--- config.mk ---
export PLATFORM = sky130hd
export DESIGN_NAME = lamport_ordered_message_buffer
export DESIGN_NICKNAME = d
export VERILOG_FILES = /design/src/rtl/core/lomb_pkg.sv /design/src/rtl/core/lamport_ordered_message_buffer.sv /design/src/rtl/core/lomb_clock.sv /design/src/rtl/core/lomb_core.sv
export SDC_FILE = /design/constraint.sdc
export NUM_CORES = 2
export LEC_CHECK = 0
export CORE_ASPECT_RATIO = 1.4
export CORE_MARGIN = 2
export CORE_UTILIZATION = 50
export CTS_CLUSTER_SIZE = 40
export DETAILED_ROUTE_END_ITERATION = 12
export DONT_BUFFER_PORTS = 1
export GPL_ROUTABILITY_DRIVEN = 0
export MAX_ROUTING_LAYER = met4
export SLEW_MARGIN = 5
export SYNTH_ARGS = -nofsm -noshare
export SYNTH_HDL_FRONTEND = slang
export SYNTH_SLANG_ARGS = --single-unit
--- constraint.sdc ---
create_clock -name clk -period 19.53 [get_ports clk]
set_input_delay 0.9765 -clock clk [delete_from_list [all_inputs] [get_ports clk]]
set_output_delay 0.9765 -clock clk [all_outputs]
set_load 0.005 [all_outputs]
--- src/rtl/core/lomb_pkg.sv ---
package lomb_pkg;

  localparam int STAMP_W       = 31;
  localparam int PAYLOAD_W     = 64;
  localparam int CAP_W         = 6;
  localparam int RCNT_W        = 6;
  localparam int DEPTH_DEFAULT = 32;
  localparam int RESULT_LIMIT  = 32;
  localparam int CAP_RESET     = 32;

  localparam logic [STAMP_W-1:0] STAMP_MAX = {STAMP_W{1'b1}};

  localparam logic CMD_INSERT = 1'b0;
  localparam logic CMD_READ   = 1'b1;

  localparam logic KIND_ACK   = 1'b0;
  localparam logic KIND_ENTRY = 1'b1;

  typedef struct packed {
    logic                 valid;
    logic                 kind;
    logic                 entry_valid;
    logic [STAMP_W-1:0]   stamp;
    logic [PAYLOAD_W-1:0] payload;
    logic                 evicted;
    logic                 last;
  } res_t;

endpackage

--- src/rtl/core/lamport_ordered_message_buffer.sv ---
// Sorted store of up to DEPTH messages, ordered by Lamport stamp, in one memory
// used as a ring. An insert whose store is empty after any eviction writes its
// entry at once; otherwise it holds busy while it walks down from the tail, one
// memory read and one write per cycle as entries with larger stamps move up one
// slot. A read of n entries holds busy while its memory reads are issued; its
// words are produced one per cycle once the read data is registered (an empty
// store gives one word with no entry). Each word is registered onto the result
// ports, marked by result_valid for exactly one cycle; the receiver cannot stall,
// so it must take every word as it comes. Capacity may only be written while
// busy is low.
module lamport_ordered_message_buffer import lomb_pkg::*; #(
  parameter int DEPTH = DEPTH_DEFAULT
) (
  input  logic                 clk,
  input  logic                 rst,
  input  logic                 start,
  output logic                 busy,
  input  logic                 command,
  input  logic                 has_stamp,
  input  logic [STAMP_W-1:0]   stamp,
  input  logic [PAYLOAD_W-1:0] payload,
  input  logic [RCNT_W-1:0]    read_count,
  input  logic                 cfg_valid,
  output logic                 cfg_ready,
  input  logic [CAP_W-1:0]     cfg_data,
  output logic                 result_valid,
  output logic                 kind,
  output logic                 entry_valid,
  output logic [STAMP_W-1:0]   entry_stamp,
  output logic [PAYLOAD_W-1:0] entry_payload,
  output logic                 evicted,
  output logic                 last
);

  logic               accept;
  logic [CAP_W-1:0]   capacity;
  logic [STAMP_W-1:0] stamp_asg;
  res_t               res;

  assign accept    = start && !busy;
  assign cfg_ready = 1'b1;

  always_ff @(posedge clk) begin
    if (rst) begin
      capacity <= CAP_W'(CAP_RESET);
    end else if (cfg_valid && cfg_ready) begin
      capacity <= cfg_data;
    end
  end

  lomb_clock u_clock (
    .clk       (clk),
    .rst       (rst),
    .update    (accept && (command == CMD_INSERT)),
    .has_stamp (has_stamp),
    .stamp     (stamp),
    .assigned  (stamp_asg)
  );

  lomb_core #(
    .DEPTH (DEPTH)
  ) u_core (
    .clk        (clk),
    .rst        (rst),
    .accept     (accept),
    .command    (command),
    .stamp_asg  (stamp_asg),
    .payload    (payload),
    .read_count (read_count),
    .capacity   (capacity),
    .busy       (busy),
    .res        (res)
  );

  always_ff @(posedge clk) begin
    if (rst) begin
      result_valid <= 1'b0;
    end else begin
      result_valid <= res.valid;
    end
  end

  always_ff @(posedge clk) begin
    kind          <= res.kind;
    entry_valid   <= res.entry_valid;
    entry_stamp   <= res.stamp;
    entry_payload <= res.payload;
    evicted       <= res.evicted;
    last          <= res.last;
  end

endmodule

--- src/rtl/core/lomb_clock.sv ---
module lomb_clock import lomb_pkg::*; (
  input  logic               clk,
  input  logic               rst,
  input  logic               update,
  input  logic               has_stamp,
  input  logic [STAMP_W-1:0] stamp,
  output logic [STAMP_W-1:0] assigned
);

  logic [STAMP_W-1:0] lamport_time;
  logic [STAMP_W-1:0] high;

  assign assigned = has_stamp ? stamp : lamport_time;
  assign high     = (lamport_time > assigned) ? lamport_time : assigned;

  always_ff @(posedge clk) begin
    if (rst) begin
      lamport_time <= '0;
    end else if (update) begin
      lamport_time <= (high == STAMP_MAX) ? high : high + STAMP_W'(1);
    end
  end

endmodule

--- src/rtl/core/lomb_core.sv ---
module lomb_core import lomb_pkg::*; #(
  parameter int DEPTH = DEPTH_DEFAULT
) (
  input  logic                 clk,
  input  logic                 rst,
  input  logic                 accept,
  input  logic                 command,
  input  logic [STAMP_W-1:0]   stamp_asg,
  input  logic [PAYLOAD_W-1:0] payload,
  input  logic [RCNT_W-1:0]    read_count,
  input  logic [CAP_W-1:0]     capacity,
  output logic                 busy,
  output res_t                 res
);

  localparam int AW   = $clog2(DEPTH);
  localparam int CW   = $clog2(DEPTH + 1);
  localparam int WW   = STAMP_W + PAYLOAD_W;
  localparam int CMPW = (CW > CAP_W) ? CW : CAP_W;
  localparam int NW   = (CW > RCNT_W) ? CW : RCNT_W;

  localparam logic [1:0] S_IDLE    = 2'd0;
  localparam logic [1:0] S_INS_RD  = 2'd1;
  localparam logic [1:0] S_INS_CHK = 2'd2;
  localparam logic [1:0] S_READ    = 2'd3;

  logic [1:0]           state;
  logic [AW-1:0]        head;
  logic [CW-1:0]        count;
  logic [CW-1:0]        pos;
  logic [CW-1:0]        idx;
  logic [STAMP_W-1:0]   asg;
  logic [PAYLOAD_W-1:0] pl;
  logic                 evict;
  logic                 rd_pend;
  logic                 rd_last;

  logic [WW-1:0] mem [DEPTH];
  logic [WW-1:0] rd_data;
  logic          rd_en;
  logic [AW-1:0] rd_addr;
  logic          wr_en;
  logic [AW-1:0] wr_addr;
  logic [WW-1:0] wr_data;

  logic [CMPW-1:0]    cap_x;
  logic [CW-1:0]      cap_eff;
  logic               full;
  logic [CW-1:0]      drop;
  logic [CW-1:0]      count_ev;
  logic [AW-1:0]      head_ev;
  logic [RCNT_W-1:0]  n0;
  logic [NW-1:0]      nsel;
  logic [STAMP_W-1:0] rd_stamp;
  logic               larger;
  logic               fin;
  logic               rd_done;

  function automatic logic [AW-1:0] phys(input logic [AW-1:0] h, input logic [CW-1:0] l);
    logic [AW:0] s;
    s = (AW+1)'(h) + (AW+1)'(l);
    if (s >= (AW+1)'(DEPTH)) begin
      s = s - (AW+1)'(DEPTH);
    end
    return s[AW-1:0];
  endfunction

  // eviction and read window, both from the state at accept
  always_comb begin
    cap_x = CMPW'(capacity);
    if (capacity == '0) begin
      cap_eff = CW'(1);
    end else if (cap_x > CMPW'(DEPTH)) begin
      cap_eff = CW'(DEPTH);
    end else begin
      cap_eff = CW'(cap_x);
    end
    full     = count >= cap_eff;
    drop     = count - cap_eff + CW'(1);
    count_ev = full ? cap_eff - CW'(1) : count;
    head_ev  = full ? phys(head, drop) : head;

    n0   = (read_count == '0) ? RCNT_W'(1) : read_count;
    nsel = NW'(n0);
    if (nsel > NW'(count)) begin
      nsel = NW'(count);
    end
    if (nsel > NW'(RESULT_LIMIT)) begin
      nsel = NW'(RESULT_LIMIT);
    end
  end

  assign rd_stamp = rd_data[WW-1:PAYLOAD_W];
  assign larger   = rd_stamp > asg;
  assign fin      = ((state == S_INS_RD) && (pos == '0)) || ((state == S_INS_CHK) && !larger);
  assign rd_done  = (state == S_READ) && ((count == '0) || (idx == count - CW'(1)));
  assign busy     = state != S_IDLE;

  // walk down from the tail, shifting larger stamps up one slot
  always_comb begin
    rd_en   = 1'b0;
    rd_addr = phys(head, idx);
    wr_en   = 1'b0;
    wr_addr = phys(head, pos);
    wr_data = {asg, pl};
    unique case (state)
      S_INS_RD: begin
        if (pos == '0) begin
          wr_en = 1'b1;
        end else begin
          rd_en   = 1'b1;
          rd_addr = phys(head, pos - CW'(1));
        end
      end
      S_INS_CHK: begin
        wr_en = 1'b1;
        if (larger) begin
          wr_data = rd_data;
          if (pos != CW'(1)) begin
            rd_en   = 1'b1;
            rd_addr = phys(head, pos - CW'(2));
          end
        end
      end
      S_READ: begin
        rd_en = count != '0;
      end
      default: begin
        rd_en = 1'b0;
      end
    endcase
  end

  always_ff @(posedge clk) begin
    if (wr_en) begin
      mem[wr_addr] <= wr_data;
    end
    if (rd_en) begin
      rd_data <= mem[rd_addr];
    end
  end

  always_ff @(posedge clk) begin
    if (rst) begin
      state   <= S_IDLE;
      head    <= '0;
      count   <= '0;
      rd_pend <= 1'b0;
    end else begin
      rd_pend <= (state == S_READ) && (count != '0);
      unique case (state)
        S_IDLE: begin
          if (accept) begin
            if (command == CMD_INSERT) begin
              head  <= head_ev;
              count <= count_ev;
              state <= S_INS_RD;
            end else begin
              state <= S_READ;
            end
          end
        end
        S_INS_RD: begin
          if (pos == '0) begin
            count <= count + CW'(1);
            state <= S_IDLE;
          end else begin
            state <= S_INS_CHK;
          end
        end
        S_INS_CHK: begin
          if (!larger) begin
            count <= count + CW'(1);
            state <= S_IDLE;
          end else if (pos == CW'(1)) begin
            state <= S_INS_RD;
          end
        end
        S_READ: begin
          if (rd_done) begin
            state <= S_IDLE;
          end
        end
        default: begin
          state <= S_IDLE;
        end
      endcase
    end
  end

  always_ff @(posedge clk) begin
    rd_last <= idx == count - CW'(1);
    if (state == S_IDLE && accept) begin
      pos   <= count_ev;
      asg   <= stamp_asg;
      pl    <= payload;
      evict <= full;
      idx   <= count - CW'(nsel);
    end else if (state == S_INS_CHK && larger) begin
      pos <= pos - CW'(1);
    end else if (state == S_READ) begin
      idx <= idx + CW'(1);
    end
  end

  always_comb begin
    res = '0;
    if (fin) begin
      res.valid       = 1'b1;
      res.kind        = KIND_ACK;
      res.entry_valid = 1'b1;
      res.stamp       = asg;
      res.payload     = pl;
      res.evicted     = evict;
      res.last        = 1'b1;
    end else if (state == S_READ && count == '0) begin
      res.valid = 1'b1;
      res.kind  = KIND_ENTRY;
      res.last  = 1'b1;
    end else if (rd_pend) begin
      res.valid       = 1'b1;
      res.kind        = KIND_ENTRY;
      res.entry_valid = 1'b1;
      res.stamp       = rd_stamp;
      res.payload     = rd_data[PAYLOAD_W-1:0];
      res.last        = rd_last;
    end
  end

`ifndef NO_ASSERTIONS
  a_count_bound: assert property (@(posedge clk) disable iff (rst)
    count <= CW'(DEPTH))
    else $error("entry count above depth");

  a_no_same_addr: assert property (@(posedge clk) disable iff (rst)
    rd_en && wr_en |-> rd_addr != wr_addr)
    else $error("read and write hit the same entry");

  a_chk_has_data: assert property (@(posedge clk) disable iff (rst)
    state == S_INS_CHK |-> $past(rd_en))
    else $error("compare without a read issued");

  a_idle_no_write: assert property (@(posedge clk) disable iff (rst)
    state == S_IDLE |-> !wr_en)
    else $error("memory write while idle");

  a_one_result_source: assert property (@(posedge clk) disable iff (rst)
    rd_pend |-> !fin)
    else $error("read word and insert word collide");
`endif

endmodule
Word-level counts from Yosys, hierarchy flattened
Memory sizes are Yosys's and may differ from the RTL's. A register that Yosys moved wholly into a read port is not among the register bits.
Index checks and enable logic that the tools add are counted.
- reductions and logical operators: 28
- muxes and demuxes: 50
- multipliers: 0
- $lt $le $gt $ge: 11
- div/mod/pow operators: 0
- equality and inequality tests: 14
- add/sub/neg operators: 20
- shifts and indexed selects: 0
- bitwise operators: 1
- operators with widths (cell ; count):
    two-way mux 98 bit ; 2
    two-way mux 95 bit ; 2
    two-way mux 96 bit ; 1
    two-way mux 31 bit ; 3
    two-way mux 6 bit ; 15
    greater-than comparator 31 bit ; 2
    two-way mux 5 bit ; 8
    adder 31 x 1 -> 31 bit, second input constant ; 1
    == test 31 bit, second input constant ; 1
    adder 5 x 6 -> 6 bit ; 5
    >= comparator 6 bit, second input constant ; 5
    subtractor 5 x 1 -> 5 bit, second input constant ; 5
    logical NOT 6 bit ; 4
    adder 6 x 1 -> 6 bit, second input constant ; 3
    case mux 6 bit (3 select lines) ; 1
    subtractor 6 x 1 -> 6 bit, second input constant ; 3
    two-way mux 2 bit ; 7
    greater-than comparator 6 bit, second input constant ; 2
    subtractor 6 bit ; 2
    case mux 5 bit (2 select lines) ; 1
    logical AND 1 bit ; 9
    inequality test 2 bit, second input constant ; 4
    case mux 2 bit (4 select lines) ; 1
    two-way mux 1 bit ; 7
    24 further kinds ; 30
- logic and storage cells: 144
- output and inout bits: 102
- bits in registers: 260
- input bits: 113
- bits in read-only memories: 0
- bits in writable memories: 3040
- memories: 1
- bits in latches: 0
- memories (name ; depth ; bits a word ; rd ports ; clocked after Yosys merged registers in ; write ports ; line ; RTL):
    u_core.mem ; 32 ; 95 ; 1 ; 1 ; 1 ; lomb_core.sv:38 ; logic [WW-1:0] mem [DEPTH];

Longest topological paths before layout
- word-level depth: 8
- gate-level depth with buffers: 32
- gate-level depth less buffers: 23

By module
A second synthesis with hierarchy kept.
- cell total of the unflattened synthesis: 8729
- area, all modules: 134256.3 µm²
- modules (own cells, without submodules) (module ; cells an instance ; times used ; area an instance (µm²)):
    lomb_core ; 8040 ; 1 ; 127936.5
    lomb_clock ; 565 ; 1 ; 4072.7
    lamport_ordered_message_buffer ; 124 ; 1 ; 2247.2

Least setup slack after synthesis
OpenSTA, ideal clock, no wires.
- kind: flip-flop to flip-flop
- from: register u_core.rd_data[94], read port of u_core.mem
- to: register u_core.rd_data[0], read port of u_core.mem (enable)
- data arrival time: 6847 ps
- setup slack: 12078 ps
- cell stages (with the launch flop): 12
- cell sequence: edfxtp_1 > ha_1 > nand4_1 > nor3_1 > nand2b_1 > a211oi_2 > or2_1 > buf_4 > and2_1 > clkbuf_1 > nand2_1 > a31oi_1
- cells in the longest elaborated chain, start to end: 3
- elaborated cells between the ends (all ways): 5
- those cells by class: order compare: 1; mux: 4
- ends and longest elaborated chain (item ; line ; RTL):
    start, declared ; lomb_core.sv:39 ; logic [WW-1:0] rd_data;
    greater-than comparator 31 bit ; lomb_core.sv:94 ; assign larger = rd_stamp > asg;
    two-way mux 1 bit ; lomb_core.sv:117 ; if (larger) begin
    case mux 1 bit (3 select lines) ; lomb_core.sv:106 ; unique case (state)
    net u_core.rd_en ; lomb_core.sv:40 ; logic rd_en;
The timed path passes the listed nets, and every way through them passes these cells.
A chain may end at the register's enable or synchronous reset.

Worst setup path after layout
- from: register u_core.asg[26]
- to: register u_core.rd_data[77], read port of u_core.mem (data pin)
- cells in the longest elaborated chain, start to end: 3
- elaborated cells between the ends (all ways): 5
- those cells by class: order compare: 1; mux: 4
- ends and longest elaborated chain (item ; line ; RTL):
    start, declared ; lomb_core.sv:32 ; logic [STAMP_W-1:0] asg;
    start signal, assigned ; lomb_core.sv:195 ; asg <= stamp_asg;
    greater-than comparator 31 bit (*) ; lomb_core.sv:94 ;
    two-way mux 1 bit or two-way mux 5 bit (tied branches) ; lomb_core.sv:117 ;
    case mux 1 bit (3 select lines) or case mux 5 bit (2 select lines) (tied branches) ; lomb_core.sv:106 ;
Mark *: on every way between the ends. The rest lies on a longest branch, timed or not.

==> metrics <==
FFs w/ async S/R, synth 0; Seq/Total Area, Yosys 0.731; initial core utilization 0.503; Worst Setup Start Kind register; Pre-antenna DRT Iters 7; fmax 117 MHz; # IOs 215; Post-Syn Area ~0.14 sq mm; Synth warnings 0; global route overflow 0; antenna violations before repair 20; crit path DAT approximately 9000 ps; DP HPWL ~200 mm; R2R cell count 16; Max Clock Skew 44.4 ps; first-pass GRT wire length about 600 mm; Slew @ Worst Pin about 1400 ps; Req. time, crit path ~20000 ps; largest net degree at the start of global routing roughly 200; most frequent cells after synthesis 3358 x nand2_1, 3243 x edfxtp_1, 818 x nand3_1; DIE WIDTH roughly 450 microns; fin nets about 11000; CP Max Fanout between 80 and 90; Final Hold Violating Endpoints 0; drt drc 0; RSZ-0062 raised after global routing no; FP Rows approximately 230; worst skew pair latency between 800 and 900 ps; hold crit path type in2reg; FF+latch count, synth around 3400; # port buffers 0; Iter 0 DRT Violations 11800; Die Y-Extent around 620 microns; Tot GR Track Use 0.292; CTS tree done; area leader, netlist edfxtp_1; Net Count, Synth 10900; Root Buffer clkbuf_16; Area Overhead vs Synth 10.4%; Cells after Synth 10600; Resize count post-CTS 0; Final Max Slew Viols 0; slew margin rel. 0.0783; drt via density approximately 6.2; Final Cycle Share 0.438; crit end category register; Finish-stage setup viols 0; status finished, final reports clean; cell count of the worst hold path 1; most common cell in the netlist nand2_1; Max-cap violations 0; H-tree levels 5; Synth top area share 0.709; vias 89400; EDFF count, synth between 3000 and 4000; CTS Buf Count 332; number of clock sinks between 3000 and 4000; routed wire length ~400 mm; fin crit period approximately 8500 ps; die area 0.279 sq mm; Post-CTS Setup Inserts 0; Core ar. around 0.27 sq mm; post-route ant nets 0; Final TNS setup 0 ps; Most used DFF post-synth edfxtp_1; critical path class reg2reg; Longest Clk Path Bufs 4; layout cells sized above 1 0.0691; post-synthesis cell type count between 70 and 80; Syn Area/Cell approximately 13 sq um; post-DR wirelength/cell 28.1 microns; vias in the first global route around 86000; clk slew on worst S/H paths roughly 60 ps; CTS Hold Bufs 0; Synth area leaders edfxtp_1 71%, nand2_1 9.2%, a311oi_1 4.8%, nand3_1 3.0%, dfxtp_1 2.2%
-- placed cells by master (no fill, tap or decap), types with 9 or more instances in the layout --
master	n
a21o_1	23
inv_6	9
a211oi_1	19
nand3_1	817
clkinv_2	46
nor2_4	32
a31oi_1	20
nand2_1	3357
clkbuf_1	81
nand3b_1	14
xnor2_1	36
buf_4	174
nor4_1	97
and3_1	393
dfxtp_1	152
a21oi_1	97
o21ai_2	16
nor3_1	26
nor2_1	96
buf_12	18
clkinv_1	54
clkinvlp_4	12
nand4_1	31
o21ai_1	12
xor2_1	16
nand2b_1	10
clkbuf_16	343
edfxtp_1	3243
o211ai_1	15
clkbuf_8	10
or3_1	11
a311oi_1	755
o21ai_0	80
inv_1	113
fa_1	9
ha_1	116
diode_2	12
mux2i_1	55
a22o_1	95
bufinv_16	27
-- final cells by class --
type / instances / area, sq um
repair buffers: 192 / 1670
fillers: 22100 / 122000
diodes: 12 / 30.0
multi-input cells: 6374 / 34000
clock buffers: 434 / 9020
clock inverters: 157 / 1520
flip-flops and latches: 3395 / 100000
well taps: 3664 / 4580
inverters: 114 / 433
-- path summary, 6_finish.rpt --
| kind | startpoint | end | slack [ps] |
|---|---|---|---|
| worst max register to register | u_core.asg[26] | u_core.rd_data[77] | 10980 |
| worst max-delay path | u_core.asg[26] | u_core.rd_data[77] | 10980 |
| worst min register to register | u_core.evict | evicted | 430 |
| worst min-delay path | rst | capacity[3] | 160 |
-- per-layer routing --
| metal | part of all wire | track usage | vias up |
|---|---|---|---|
| li1 | - | - | 39000 |
| met1 | 0.40 | 0.392 | 45500 |
| met2 | 0.48 | 0.467 | 4264 |
| met3 | 0.085 | 0.0398 | 690 |
| met4 | 0.029 | 0.0863 | 0 |
| met5 | 0 | - | - |
-- critical path, cell delays in order, from the launching register on --
cell,delay (ps)
edfxtp_1,390
inv_1,150
ha_1,280
a21oi_1,130
o21ai_0,170
a221oi_1,650
a31oi_2,300
or2_1,480
o211ai_4,770
buf_4,630
buf_4,800
buf_4,890
buf_4,780
nand2_1,130
nand3_1,110
a311oi_1,110
nor4_1,1150
-- cells by family after synthesis --
group	share of synthesized area
and+or+nand+nor	0.153
xor gates and xnor gates	0.00331
AOI/OAI and AO/OA	0.0708
adders and majority gates	0.0119
muxes	0.00452
other	0.0000273
buffers and inverters	0.0252
DFF	0.731
-- sequential cells by signal, summed over array words and instances, names as in the netlist --
register and cells:
u_core.asg 31, u_clock.lamport_time 31, u_core.rd_data 95, entry_payload 64, entry_valid 1, u_core.pl 64, u_core.pos 6, capacity 6
u_core.idx 6, entry_stamp 31, u_core.count 6, result_valid 1, u_core.evict 1, u_core.mem 3040, u_core.head 5, u_core.rd_pend 1
kind 1, u_core.rd_last 1, evicted 1, last 1, u_core.state 2
-- per-stage QoR --
step	hold WS [ps]	cell area (sq um)	util	worst slack, ps	cells
final	163	152000	0.555	10980	14300
after global routing	120	152000	0.555	10650	14300
after CTS	97.4	152000	0.555	11290	14300
after detailed placement	420	141000	0.516	11300	13700
after global placement	420	141000	0.516	11270	13700
after floorplan	404	137000	-	12080	10600
Power is not shown: default switching activity piles up to over one toggle a cycle in this logic, so the estimate is an artifact.
